===== src/rtl/ecve_pkg.sv =====
package ecve_pkg;

	// fixed block configuration
	localparam int HIST_DEPTH    = 16;
	localparam int SLOT_W        = 4;
	localparam int AVG_SPAN      = 8;
	localparam int STEP_MS       = 10;
	localparam int TICKS_PER_REV = 225;
	localparam int STEPS_PER_MIN = 60000 / STEP_MS;
	localparam int SCALE         = STEPS_PER_MIN * 256;

	localparam int POS_W  = 32;
	localparam int STEP_W = 31;
	localparam int ENTRY_W = POS_W + STEP_W;
	localparam int CNT_W  = 4;     // walk index, span and count, 0..AVG_SPAN
	localparam int SUM_W  = 35;    // sum of up to AVG_SPAN signed 32-bit deltas
	localparam int LO_W   = 18;    // low partial product split of |sum|
	localparam int MAG_W  = 56;
	localparam int NUM_W  = 58;    // 2*mag + den
	localparam int DEN_W  = 11;    // count * TICKS_PER_REV
	localparam int DVS_W  = 12;    // 2 * den
	localparam int DCNT_W = 6;

	// event codes
	localparam logic [1:0] FUNC_A   = 2'd0;
	localparam logic [1:0] FUNC_B   = 2'd1;
	localparam logic [1:0] FUNC_CLR = 2'd2;
	localparam logic [1:0] FUNC_QRY = 2'd3;

	// register indexes
	localparam logic [1:0] REG_REV = 2'd0;
	localparam logic [1:0] REG_A   = 2'd1;
	localparam logic [1:0] REG_B   = 2'd2;

	typedef struct packed {
		logic accept;
		logic rd_last;
		logic wr_slot;
		logic clr_walk;
		logic rd_e;
		logic ld_e;
		logic rd_s;
		logic chk_s;
		logic mul_lo;
		logic mul_hi;
		logic mk_mag;
		logic mk_num;
		logic div_step;
		logic load_out;
	} ecve_cmd_t;

	typedef struct packed {
		logic is_a;
		logic ring_ready;
		logic e_fail;
		logic match;
		logic walk_more;
		logic j_more;
		logic cnt_zero;
		logic div_last;
		logic out_free;
	} ecve_sts_t;

endpackage


===== src/rtl/encoder_count_velocity_estimator_unit.sv =====
// Quadrature encoder counter with velocity estimate. Each input word carries an
// event (A edge, B edge, clear count, query) and the current time step; each
// gives exactly one result word with the signed tick count, the speed in RPM
// as signed Q8 (saturated, zero until the 16-slot history ring has wrapped to
// slot zero) and that ready flag. A edges record position and step into the
// ring in a dual-port RAM (one write port, one registered read port). One word
// is processed at a time: bookkeeping, then the velocity walk, where each ring
// entry read has an address state and a data state (at most 13 reads for an
// 8-step span), then a split multiply and a radix-2 restoring divider when the
// walk finds a span. A finished result sits in the output register while the
// next word is accepted. Config writes are accepted every cycle and must only
// be issued while the block is idle; writing an initial level also loads the
// live channel level.
module encoder_count_velocity_estimator_unit (
	input  logic        clk,
	input  logic        arst_n,
	input  logic        s_axis_tvalid,
	output logic        s_axis_tready,
	input  logic [31:0] s_axis_tdata,   // [30:0] current_step, [31] zero
	input  logic [1:0]  s_axis_tuser,   // [1:0] func
	output logic        m_axis_tvalid,
	input  logic        m_axis_tready,
	output logic [63:0] m_axis_tdata,   // [31:0] position_count, [63:32] speed_rpm_q8
	output logic [0:0]  m_axis_tuser,   // [0] speed_valid
	input  logic        cfg_valid,
	output logic        cfg_ready,
	input  logic [1:0]  cfg_index,      // 0 reverse, 1 initial A, 2 initial B
	input  logic        cfg_data
);
	import ecve_pkg::*;

	ecve_cmd_t cmd;
	ecve_sts_t sts;

	assign cfg_ready = 1'b1;

	ecve_ctrl u_ctrl (
		.clk      (clk),
		.arst_n   (arst_n),
		.in_valid (s_axis_tvalid),
		.in_ready (s_axis_tready),
		.sts      (sts),
		.cmd      (cmd)
	);

	ecve_dp u_dp (
		.clk       (clk),
		.arst_n    (arst_n),
		.cmd       (cmd),
		.sts       (sts),
		.in_func   (s_axis_tuser),
		.in_step   (s_axis_tdata[30:0]),
		.cfg_we    (cfg_valid),
		.cfg_idx   (cfg_index),
		.cfg_val   (cfg_data),
		.out_valid (m_axis_tvalid),
		.out_ready (m_axis_tready),
		.out_pos   (m_axis_tdata[31:0]),
		.out_speed (m_axis_tdata[63:32]),
		.out_flag  (m_axis_tuser[0])
	);

endmodule


===== src/rtl/ecve_ram.sv =====
module ecve_ram #(
	parameter int WIDTH = 8,
	parameter int DEPTH = 16
) (
	input  logic                     clk,
	input  logic                     we,
	input  logic [$clog2(DEPTH)-1:0] waddr,
	input  logic [WIDTH-1:0]         wdata,
	input  logic [$clog2(DEPTH)-1:0] raddr,
	output logic [WIDTH-1:0]         rdata
);

	logic [WIDTH-1:0] mem_q [DEPTH];

	always_ff @(posedge clk) begin
		if (we) begin
			mem_q[waddr] <= wdata;
		end
		rdata <= mem_q[raddr];
	end

endmodule


===== src/rtl/ecve_ctrl.sv =====
module ecve_ctrl (
	input  logic                  clk,
	input  logic                  arst_n,
	input  logic                  in_valid,
	output logic                  in_ready,
	input  ecve_pkg::ecve_sts_t   sts,
	output ecve_pkg::ecve_cmd_t   cmd
);
	import ecve_pkg::*;

	localparam logic [3:0] S_IDLE  = 4'd0;
	localparam logic [3:0] S_RLAST = 4'd1;
	localparam logic [3:0] S_WRITE = 4'd2;
	localparam logic [3:0] S_WALK0 = 4'd3;
	localparam logic [3:0] S_RE    = 4'd4;
	localparam logic [3:0] S_DE    = 4'd5;
	localparam logic [3:0] S_RS    = 4'd6;
	localparam logic [3:0] S_DS    = 4'd7;
	localparam logic [3:0] S_FIN   = 4'd8;
	localparam logic [3:0] S_MH    = 4'd9;
	localparam logic [3:0] S_MAG   = 4'd10;
	localparam logic [3:0] S_NUM   = 4'd11;
	localparam logic [3:0] S_DIV   = 4'd12;
	localparam logic [3:0] S_OUT   = 4'd13;

	logic [3:0] state_q, state_d;

	assign in_ready = (state_q == S_IDLE);

	always_comb begin
		state_d = state_q;
		cmd     = '0;
		case (state_q)
			S_IDLE: begin
				if (in_valid) begin
					cmd.accept = 1'b1;
					state_d    = S_RLAST;
				end
			end
			S_RLAST: begin
				if (sts.is_a) begin
					cmd.rd_last = 1'b1;
					state_d     = S_WRITE;
				end else begin
					state_d = S_WALK0;
				end
			end
			S_WRITE: begin
				cmd.wr_slot = 1'b1;
				state_d     = S_WALK0;
			end
			S_WALK0: begin
				cmd.clr_walk = 1'b1;
				state_d      = sts.ring_ready ? S_RE : S_OUT;
			end
			S_RE: begin
				cmd.rd_e = 1'b1;
				state_d  = S_DE;
			end
			S_DE: begin
				cmd.ld_e = 1'b1;
				state_d  = sts.e_fail ? S_FIN : S_RS;
			end
			S_RS: begin
				cmd.rd_s = 1'b1;
				state_d  = S_DS;
			end
			S_DS: begin
				cmd.chk_s = 1'b1;
				if (sts.match) begin
					state_d = sts.walk_more ? S_RE : S_FIN;
				end else begin
					state_d = sts.j_more ? S_RS : S_FIN;
				end
			end
			S_FIN: begin
				if (sts.cnt_zero) begin
					state_d = S_OUT;
				end else begin
					cmd.mul_lo = 1'b1;
					state_d    = S_MH;
				end
			end
			S_MH: begin
				cmd.mul_hi = 1'b1;
				state_d    = S_MAG;
			end
			S_MAG: begin
				cmd.mk_mag = 1'b1;
				state_d    = S_NUM;
			end
			S_NUM: begin
				cmd.mk_num = 1'b1;
				state_d    = S_DIV;
			end
			S_DIV: begin
				cmd.div_step = 1'b1;
				if (sts.div_last) begin
					state_d = S_OUT;
				end
			end
			S_OUT: begin
				if (sts.out_free) begin
					cmd.load_out = 1'b1;
					state_d      = S_IDLE;
				end
			end
			default: begin
				state_d = S_IDLE;
			end
		endcase
	end

	always_ff @(posedge clk or negedge arst_n) begin
		if (!arst_n) begin
			state_q <= S_IDLE;
		end else begin
			state_q <= state_d;
		end
	end

	a_accept_starts: assert property (@(posedge clk) disable iff (!arst_n)
		(state_q == S_IDLE && in_valid) |=> (state_q == S_RLAST))
		else $error("accepted word did not start processing");

	a_out_waits: assert property (@(posedge clk) disable iff (!arst_n)
		(state_q == S_OUT && !sts.out_free) |=> (state_q == S_OUT))
		else $error("result left while output register was full");

endmodule


===== src/rtl/ecve_dp.sv =====
module ecve_dp (
	input  logic                  clk,
	input  logic                  arst_n,
	input  ecve_pkg::ecve_cmd_t   cmd,
	output ecve_pkg::ecve_sts_t   sts,
	input  logic [1:0]            in_func,
	input  logic [30:0]           in_step,
	input  logic                  cfg_we,
	input  logic [1:0]            cfg_idx,
	input  logic                  cfg_val,
	output logic                  out_valid,
	input  logic                  out_ready,
	output logic [31:0]           out_pos,
	output logic [31:0]           out_speed,
	output logic                  out_flag
);
	import ecve_pkg::*;

	logic [1:0]          func_q;
	logic [STEP_W-1:0]   cur_q;
	logic                a_q, b_q, rev_q;
	logic [POS_W-1:0]    tick_q;
	logic [SLOT_W-1:0]   last_q;
	logic                ready_q;
	logic [HIST_DEPTH-1:0] vld_q;
	logic                rd_vld_q;
	logic [CNT_W-1:0]    i_q, j_q, cnt_q;
	logic signed [SUM_W-1:0] sum_q;
	logic [STEP_W-1:0]   e_step_q;
	logic [POS_W-1:0]    e_pos_q;
	logic [LO_W+20:0]    plo_q;
	logic [MAG_W-LO_W-1:0] phi_q;
	logic [MAG_W-1:0]    mag_q;
	logic [NUM_W-1:0]    num_q;
	logic [DVS_W-1:0]    rem_q;
	logic [DCNT_W-1:0]   dcnt_q;

	logic [SLOT_W-1:0]   rd_addr, new_slot;
	logic [ENTRY_W-1:0]  rdata;
	logic [STEP_W-1:0]   rd_step;
	logic [POS_W-1:0]    rd_pos, dpos;
	logic [31:0]         step_diff;
	logic [SUM_W-1:0]    abs_sum;
	logic [DEN_W-1:0]    den;
	logic [DVS_W-1:0]    dvs;
	logic [DVS_W:0]      rem_sh;
	logic                ge;
	logic                neg;
	logic [31:0]         sat;

	// slot arithmetic wraps in SLOT_W bits (depth is a power of two)
	always_comb begin
		if (cmd.rd_s) begin
			rd_addr = last_q - i_q - j_q;
		end else if (cmd.rd_e) begin
			rd_addr = last_q - i_q;
		end else begin
			rd_addr = last_q;
		end
	end

	ecve_ram #(.WIDTH(ENTRY_W), .DEPTH(HIST_DEPTH)) u_ring (
		.clk   (clk),
		.we    (cmd.wr_slot),
		.waddr (new_slot),
		.wdata ({cur_q, tick_q}),
		.raddr (rd_addr),
		.rdata (rdata)
	);

	// never-written entries read as zero
	assign rd_step  = rd_vld_q ? rdata[ENTRY_W-1:POS_W] : '0;
	assign rd_pos   = rd_vld_q ? rdata[POS_W-1:0] : '0;
	assign new_slot = last_q + cur_q[SLOT_W-1:0] - rd_step[SLOT_W-1:0];

	assign step_diff = {1'b0, e_step_q} - {1'b0, rd_step};
	assign dpos      = e_pos_q - rd_pos;
	assign abs_sum   = sum_q[SUM_W-1] ? SUM_W'(-sum_q) : SUM_W'(sum_q);
	assign den       = DEN_W'(cnt_q) * DEN_W'(TICKS_PER_REV);
	assign dvs       = {den, 1'b0};
	assign rem_sh    = {rem_q, num_q[NUM_W-1]};
	assign ge        = rem_sh >= {1'b0, dvs};

	always_comb begin
		neg = sum_q[SUM_W-1] ^ rev_q;
		if (neg) begin
			sat = (num_q > NUM_W'(64'h8000_0000)) ? 32'h8000_0000 : 32'(-num_q);
		end else begin
			sat = (num_q > NUM_W'(64'h7FFF_FFFF)) ? 32'h7FFF_FFFF : num_q[31:0];
		end
	end

	assign sts.is_a       = (func_q == FUNC_A);
	assign sts.ring_ready = ready_q;
	assign sts.e_fail     = ({1'b0, cur_q} > ({1'b0, rd_step} + 32'(AVG_SPAN)))
		|| !(({2'b0, i_q} + 6'd2) < 6'(AVG_SPAN));
	assign sts.match      = (step_diff == 32'(j_q));
	assign sts.walk_more  = ({1'b0, i_q} + {1'b0, j_q}) < 5'(AVG_SPAN);
	assign sts.j_more     = ({2'b0, i_q} + {2'b0, j_q} + 6'd2) < 6'(AVG_SPAN);
	assign sts.cnt_zero   = (cnt_q == '0);
	assign sts.div_last   = (dcnt_q == DCNT_W'(NUM_W - 1));
	assign sts.out_free   = !out_valid || out_ready;

	// control state
	always_ff @(posedge clk or negedge arst_n) begin
		if (!arst_n) begin
			func_q    <= FUNC_QRY;
			a_q       <= 1'b0;
			b_q       <= 1'b0;
			rev_q     <= 1'b0;
			tick_q    <= '0;
			last_q    <= '0;
			ready_q   <= 1'b0;
			vld_q     <= '0;
			rd_vld_q  <= 1'b0;
			i_q       <= '0;
			j_q       <= '0;
			cnt_q     <= '0;
			dcnt_q    <= '0;
			out_valid <= 1'b0;
		end else begin
			rd_vld_q <= vld_q[rd_addr];
			if (cfg_we) begin
				case (cfg_idx)
					REG_REV: rev_q <= cfg_val;
					REG_A:   a_q   <= cfg_val;
					REG_B:   b_q   <= cfg_val;
					default: ;
				endcase
			end
			if (cmd.accept) begin
				func_q <= in_func;
				case (in_func)
					FUNC_A: begin
						a_q    <= ~a_q;
						tick_q <= (~a_q != b_q) ? tick_q + 1'b1 : tick_q - 1'b1;
					end
					FUNC_B:   b_q    <= ~b_q;
					FUNC_CLR: tick_q <= '0;
					default: ;
				endcase
			end
			if (cmd.wr_slot) begin
				vld_q[new_slot] <= 1'b1;
				last_q          <= new_slot;
				if (new_slot == '0) begin
					ready_q <= 1'b1;
				end
			end
			if (cmd.clr_walk) begin
				i_q   <= '0;
				cnt_q <= '0;
			end
			if (cmd.ld_e) begin
				j_q <= CNT_W'(1);
			end
			if (cmd.chk_s) begin
				if (sts.match) begin
					i_q   <= i_q + j_q;
					cnt_q <= cnt_q + j_q;
				end else begin
					j_q <= j_q + 1'b1;
				end
			end
			if (cmd.mk_num) begin
				dcnt_q <= '0;
			end else if (cmd.div_step) begin
				dcnt_q <= dcnt_q + 1'b1;
			end
			if (cmd.load_out) begin
				out_valid <= 1'b1;
			end else if (out_ready) begin
				out_valid <= 1'b0;
			end
		end
	end

	// payload
	always_ff @(posedge clk) begin
		if (cmd.accept) begin
			cur_q <= in_step;
		end
		if (cmd.clr_walk) begin
			sum_q <= '0;
		end else if (cmd.chk_s && sts.match) begin
			sum_q <= sum_q + SUM_W'(signed'(dpos));
		end
		if (cmd.ld_e) begin
			e_step_q <= rd_step;
			e_pos_q  <= rd_pos;
		end
		if (cmd.mul_lo) begin
			plo_q <= (LO_W+21)'(abs_sum[LO_W-1:0]) * (LO_W+21)'(SCALE);
		end
		if (cmd.mul_hi) begin
			phi_q <= (MAG_W-LO_W)'(abs_sum[SUM_W-1:LO_W]) * (MAG_W-LO_W)'(SCALE);
		end
		if (cmd.mk_mag) begin
			mag_q <= MAG_W'(plo_q) + {phi_q, {LO_W{1'b0}}};
		end
		if (cmd.mk_num) begin
			num_q <= {1'b0, mag_q, 1'b0} + NUM_W'(den);
			rem_q <= '0;
		end else if (cmd.div_step) begin
			// restoring division, quotient shifts in behind the dividend
			rem_q <= ge ? DVS_W'(rem_sh - {1'b0, dvs}) : rem_sh[DVS_W-1:0];
			num_q <= {num_q[NUM_W-2:0], ge};
		end
		if (cmd.load_out) begin
			out_pos   <= rev_q ? (32'd0 - tick_q) : tick_q;
			out_speed <= sts.cnt_zero ? 32'd0 : sat;
			out_flag  <= ready_q;
		end
	end

	a_count_tracks_index: assert property (@(posedge clk) disable iff (!arst_n)
		cnt_q == i_q)
		else $error("span count diverged from walk index");

	a_ready_slot0: assert property (@(posedge clk) disable iff (!arst_n)
		ready_q |-> vld_q[0])
		else $error("ring ready without slot zero written");

	a_walk_bound: assert property (@(posedge clk) disable iff (!arst_n)
		cmd.chk_s && sts.match |=> (i_q <= CNT_W'(AVG_SPAN)))
		else $error("walk index ran past span");

endmodule

===== config.mk =====
export PLATFORM = sky130hd
export DESIGN_NAME = encoder_count_velocity_estimator_unit
export DESIGN_NICKNAME = d
export VERILOG_FILES = /design/src/rtl/ecve_pkg.sv /design/src/rtl/encoder_count_velocity_estimator_unit.sv /design/src/rtl/ecve_ram.sv /design/src/rtl/ecve_ctrl.sv /design/src/rtl/ecve_dp.sv
export SDC_FILE = /design/constraint.sdc
export NUM_CORES = 2
export LEC_CHECK = 0
export BUFFER_PORTS_ARGS = -buffer_cell sky130_fd_sc_hd__buf_2
export CAP_MARGIN = 25
export CORE_MARGIN = 3
export CORE_UTILIZATION = 45
export CTS_BUF_LIST = sky130_fd_sc_hd__clkbuf_2
export DETAILED_ROUTE_END_ITERATION = 16
export GPL_TIMING_DRIVEN = 0
export PLACE_DENSITY = 0.58
export SYNTH_ARGS = -nofsm -noshare
export SYNTH_HDL_FRONTEND = slang
export SYNTH_SLANG_ARGS = --single-unit

===== constraint.sdc =====
create_clock -name clk -period 15.95 [get_ports clk]
set_input_delay 3.19 -clock clk [delete_from_list [all_inputs] [get_ports clk]]
set_output_delay 3.19 -clock clk [all_outputs]
set_load 0.005 [all_outputs]

== After elaboration in Yosys (flattened, before gate mapping) ==
Memories as Yosys holds them, arrays and structs flattened. A register that Yosys moved wholly into a read port is not among the register bits.
Index checks and enable logic that the tools add are counted.
Widths: inputs -> output; s select.

* Logic and storage cells: 179
* Memories kept: 1
* Bits in registers: 455
* Latch bits: 0
* Memory bits (read-only): 0
* Input port bits: 42
* RAM bits: 1008

* $mul: 3
* Divide/modulo/power cells: 0
* $lt $le $gt $ge: 10
* Eq/ne operators: 23
* Add/subtract/negate cells: 24
* Muxes and demuxes: 68
* Reduce and logical (&&, ||, !) cells: 19
* Shifts and indexed selects: 0
* Bitwise gates (word level): 4

{| class="wikitable"
|+ Memories
! name !! words !! bits a word !! rd ports !! clocked after memory_dff !! wr ports !! line !! RTL
|-
| u_dp.u_ring.mem_q || 16 || 63 || 1 || 1 || 1 || ecve_ram.sv:13 || <nowiki>logic [WIDTH-1:0] mem_q [DEPTH];</nowiki>
|}

{| class="wikitable"
|+ Operators by type and width
! kind !! count
|-
| $mux 32 || 6
|-
| $mux 58 || 2
|-
| $mux 4 || 19
|-
| $pmux 32 s2 || 1
|-
| $add 57x11->58 || 1
|-
| $gt 58x31->1 const B || 1
|-
| $gt 58x32->1 const B || 1
|-
| $add 39x56->56 || 1
|-
| $pmux 4 s14 || 1
|-
| $add 35x32->35 || 1
|-
| $mux 35 || 1
|-
| $neg 35->35 || 1
|-
| $add 31x4->32 const B || 1
|-
| $add 32x1->32 const B || 1
|-
| $eq 32x4->1 || 1
|-
| $gt 31x32->1 || 1
|-
| $neg 32->32 || 1
|-
| $sub 1x32->32 const A || 1
|-
| $sub 31x31->32 || 1
|-
| $sub 32x1->32 const B || 1
|-
| $sub 32x32->32 || 1
|-
| $mux 1 || 31
|-
| $mux 31 || 1
|-
| $mul 18x9->27 const B || 1
|-
| 40 further kinds || 73
|}

== Longest topological paths before layout ==
* Word-level depth: 7
* Mapped depth: 30
* Depth with buffers taken out: 30

== Cells and area by module ==
Synthesis repeated with hierarchy kept, for this count alone.

* Cells, all modules: 5346
* Area total of the unflattened synthesis: 75060.7 um^2

{| class="wikitable"
|+ Modules (own cells, without submodules)
! module !! area an instance (um^2) !! cells each !! instances !! sequential area each (um^2)
|-
| ecve_ram || 38991.1 || 1622 || 1 || 31530.2
|-
| ecve_dp || 35632.9 || 3662 || 1 || 12324.3
|-
| ecve_ctrl || 425.4 || 60 || 1 || 100.1
|-
| encoder_count_velocity_estimator_unit || 11.3 || 2 || 1 || 0.0
|}

== Least setup slack after synthesis ==
No wires, ideal clock.

* Path type: reg-to-reg
* Start point: register u_dp.sum_q[2]
* End point: register u_dp.phi_q[36] (data pin)
* Cell stages (with the launch flop): 30
* Library setup time: 0.258 ns
* Data required time: 15.692 ns
* Path buffers: 0
* Path slack: 8.794 ns
* Clock period less this slack: 7.156 ns
* Data arrival time: 6.899 ns
* Cells stage by stage: dfxtp_1 > nor3_1 > nand3_1 > or4_1 > or2_2 > nor4_1 > inv_1 > o41a_1 > xor2_1 > xor2_1 > ha_1 > nor2_1 > fa_1 > inv_1 > ha_1 > inv_1 > fa_1 > inv_1 > ha_1 > a21o_1 > a21oi_1 > o21ai_0 > a21oi_1 > o21ai_0 > a41oi_1 > a211oi_1 > or3_1 > a31o_2 > a21oi_1 > xnor2_1

* Longest elaborated chain between the ends: 3

{| class="wikitable"
|+ Ends and longest elaborated chain
! item !! line !! RTL
|-
| from (decl) || ecve_dp.sv:28 || <nowiki>logic signed [SUM_W-1:0] sum_q;</nowiki>
|-
| from (signal assigned) || ecve_dp.sv:186 || <nowiki>sum_q <= sum_q + SUM_W'(signed'(dpos));</nowiki>
|-
| $neg 35->35 || ecve_dp.sv:78 || <nowiki>assign abs_sum = sum_q[SUM_W-1] ? SUM_W'(-sum_q) : SUM_W'(sum_q);</nowiki>
|-
| $mux 35 || ecve_dp.sv:78 ||
|-
| $mul 17x9->26 || ecve_dp.sv:196 || <nowiki>phi_q <= (MAG_W-LO_W)'(abs_sum[SUM_W-1:LO_W]) * (MAG_W-LO_W)'(SCALE);</nowiki>
|-
| to (signal assigned) || ecve_dp.sv:196 ||
|-
| to (decl) || ecve_dp.sv:32 || <nowiki>logic [MAG_W-LO_W-1:0] phi_q;</nowiki>
|}

No other way between the ends.
A chain may end at the register's enable or synchronous reset.

== Worst setup path in the final report ==
* Start point: register u_dp.rd_vld_q
* End point: register u_dp.sum_q[33]

* Longest elaborated chain between the ends: 4

{| class="wikitable"
|+ Ends and longest elaborated chain
! item !! line !! RTL
|-
| from (decl) || ecve_dp.sv:26 || <nowiki>logic rd_vld_q;</nowiki>
|-
| from (signal assigned) || ecve_dp.sv:122 || <nowiki>rd_vld_q <= vld_q[rd_addr];</nowiki>
|-
| parallel branches: the longest is 4 deep, another holds $add 35x32->35 || n/a ||
|}

Parallel ways; which one is timed is not known.

==> metrics <==
Total Neg Setup Slack 0 ps; die area ~170000 um^2; Max-Cap Viols 0; Slowest-stage cell, CP clkbuf_1; Min Clock Period, post-route just under 9000 ps; layout cells sized above 1 around an eighth; clock sinks approximately 1500; die width 417 um; r2r worst-path depth 27; Power Density between 150 and 200 nW/um^2; Placed Area ~80000 um^2; total CTS buffers about 400; Post-synth EDFFs around 1300; Routed WL approximately 200000 um; Util after Layout ~50%; Vias between 50000 and 60000; Crit path max-delay family compound AO/OA/AOI/OAI gates; Global Route Usage Sum about 23%; type of origin of the critical path flip-flop; Max H-tree Level 5; Hold/Removal Path Class reg2reg; Detail Route Antenna Nets 0; Final period util between 50% and 60%; largest family of logic cells by synthesized area compound AO/OA/AOI/OAI gates; Fillers between 15000 and 20000; global-route wire length before repair between 300000 and 400000 um; P_leak 32.6 nW; normalized max-slew margin about a fifth; Post-CTS Setup Bufs 0; Worst-path clk slew about 100 ps; Post-Place Setup Slack 7440 ps; Final setup viols 0; total global routing overflow 0; Synth area leader edfxtp_1; WHS between 300 and 400 ps; Syn Area/Cell approximately 12 um^2; Worst path depth 27; CTS Hold Bufs 0; Initial Utilization 45.4%; Core Box Area ~170000 um^2; design area around 84000 um^2; Max IR drop VDD approximately 0.11 mV; DRT iter0 DRCs between 3000 and 4000; I/O pin cnt between 100 and 150; Synthesized Nets roughly 7000; CP peak stage delay between 600 and 700 ps; Slew Limit Fails 0; initial antenna violation count 9; adder-cell share of the synthesized area under 10%; via/cell ratio about 5.4; # DRC 0; worst skew pair latency between 1500 and 2000 ps; post-cts resize count 0; CP Class reg2reg; Final Non-Filler Cells 9574; I/O Buffers between 100 and 150; clk_skew approximately 250 ps; chip height 417 um; WL/cell between 20 and 25 um; fin nets 7615; synthesized cell area around 76000 um^2; Mapped Cells approximately 6500; vias in the first global route approximately 52000; CTS tree done; largest net degree at the start of global routing 48; synth unique cells 87; Final HPWL DP approximately 150000 um; Least-Margin Pin Slew between 1000 and 1500 ps; synth cell count leaders edfxtp_1, nand2_1, inv_1; CP dominant cell by count clkbuf_1; final hold violation count 0; synth top area cells edfxtp_1, ha_1, nand2_1; drt pass-1 iters 5; yosys warns 0; Post-synth ARST share under 10%; status complete, no violations; Placer Congestion approximately 0.88; unrepaired setup endpoints after global routing false; top-count cell post-synth edfxtp_1; Layout area overhead 10.6%; crit-path max FO 10; clock root cell clkbuf_2; #FFs+latches synth approximately 1500; crit path buf inv count 5; required time worst endpoint ~17000 ps; Main synth FF type edfxtp_1; post-route setup slack approximately 7300 ps; CP Data Arrival Time 10170 ps; Synth Area in XOR/XNOR 3.36%; hold path depth 0; Power Total between 15 and 20 mW; Critical Path Sink Type flip-flop; mux cell area share after synthesis 0.678%; Synth Area in Compound Gates around 13%; clock tree buffer depth 4; placed insts around 8900; row count 150; simple-gate share of the synthesized area approximately 11%; max frequency 115 MHz; Synth top area share a little over half; share of the yosys chip area belonging to registers 57.8%
-- final cells by class --
class | count | area [um^2] | share of cell area (%)
inverter | 495 | 1860 | 2.21
buffer | 298 | 1140 | 1.35
multi-input combinational | 4179 | 29200 | 34.8
tap | 2204 | 2760 | 3.28
clock inverter | 112 | 488 | 0.580
clock buffer | 595 | 2980 | 3.54
timing repair buffer | 172 | 1680 | 2.00
sequential | 1514 | 44000 | 52.3
antenna | 5 | 12.5 | 0.0149
-- cells in the final DEF (no fill, tap or decap), types with 182 or more instances in the layout --
cell type,instances
clkbuf_2,598
o21ai_0,182
nand2_1,945
and2_1,268
inv_1,491
ha_1,358
edfxtp_1,1322
clkbuf_1,280
a211oi_1,343
xnor2_1,211
nor2_1,218
a21oi_1,345
-- kinds of logic after synthesis --
group / after synthesis
AOI/OAI and AO/OA: 1452
xor gates and xnor gates: 292
adders and majority gates: 514
buffers and inverters: 793
DFF: 1514
muxes: 51
other: 1
and+or+nand+nor: 1869
-- layer usage --
metal	vias up	global-route usage, %	share of wire, %
li1	25000	-	-
met1	25100	30.7	44
met2	1628	37.7	47
met3	356	3.91	6.4
met4	2	8.12	2.9
met5	-	0	0.0045
-- final timing paths --
| check | start | to | slack, ps |
|---|---|---|---|
| max in group asynchronous | arst_n | u_dp.func_q[1] | 13740 |
| setup reg to reg | u_dp.rd_vld_q | u_dp.sum_q[33] | 7270 |
| min in group asynchronous | arst_n | u_dp.tick_q[23] | 1380 |
| hold / removal | u_dp.plo_q[23] | u_dp.mag_q[23] | 360 |
| hold reg to reg | u_dp.plo_q[23] | u_dp.mag_q[23] | 360 |
| setup / recovery | u_dp.rd_vld_q | u_dp.sum_q[33] | 7270 |
-- power by group --
group | internal, mW | switching [mW] | leakage (nW)
Combinational | 2.28 | 4.69 | 15.9
Clock | 1.02 | 1.60 | 2.72
Sequential | 5.07 | 0.493 | 14.0
-- flip-flops by register name (all words and copies together) (netlist names), 4 cells and up --
register,count
u_ctrl.state_q,4
u_dp.cnt_q,4
u_dp.cur_q,31
u_dp.dcnt_q,6
u_dp.e_pos_q,32
u_dp.e_step_q,31
u_dp.i_q,4
u_dp.j_q,4
u_dp.last_q,4
u_dp.mag_q,44
u_dp.num_q,58
u_dp.out_pos,32
u_dp.out_speed,32
u_dp.phi_q,26
u_dp.plo_q,27
u_dp.rem_q,12
u_dp.sum_q,35
u_dp.tick_q,32
u_dp.u_ring.mem_q,1008
u_dp.u_ring.rdata,63
u_dp.vld_q,16
No activity file was read; power rests on OpenSTA's default activity.
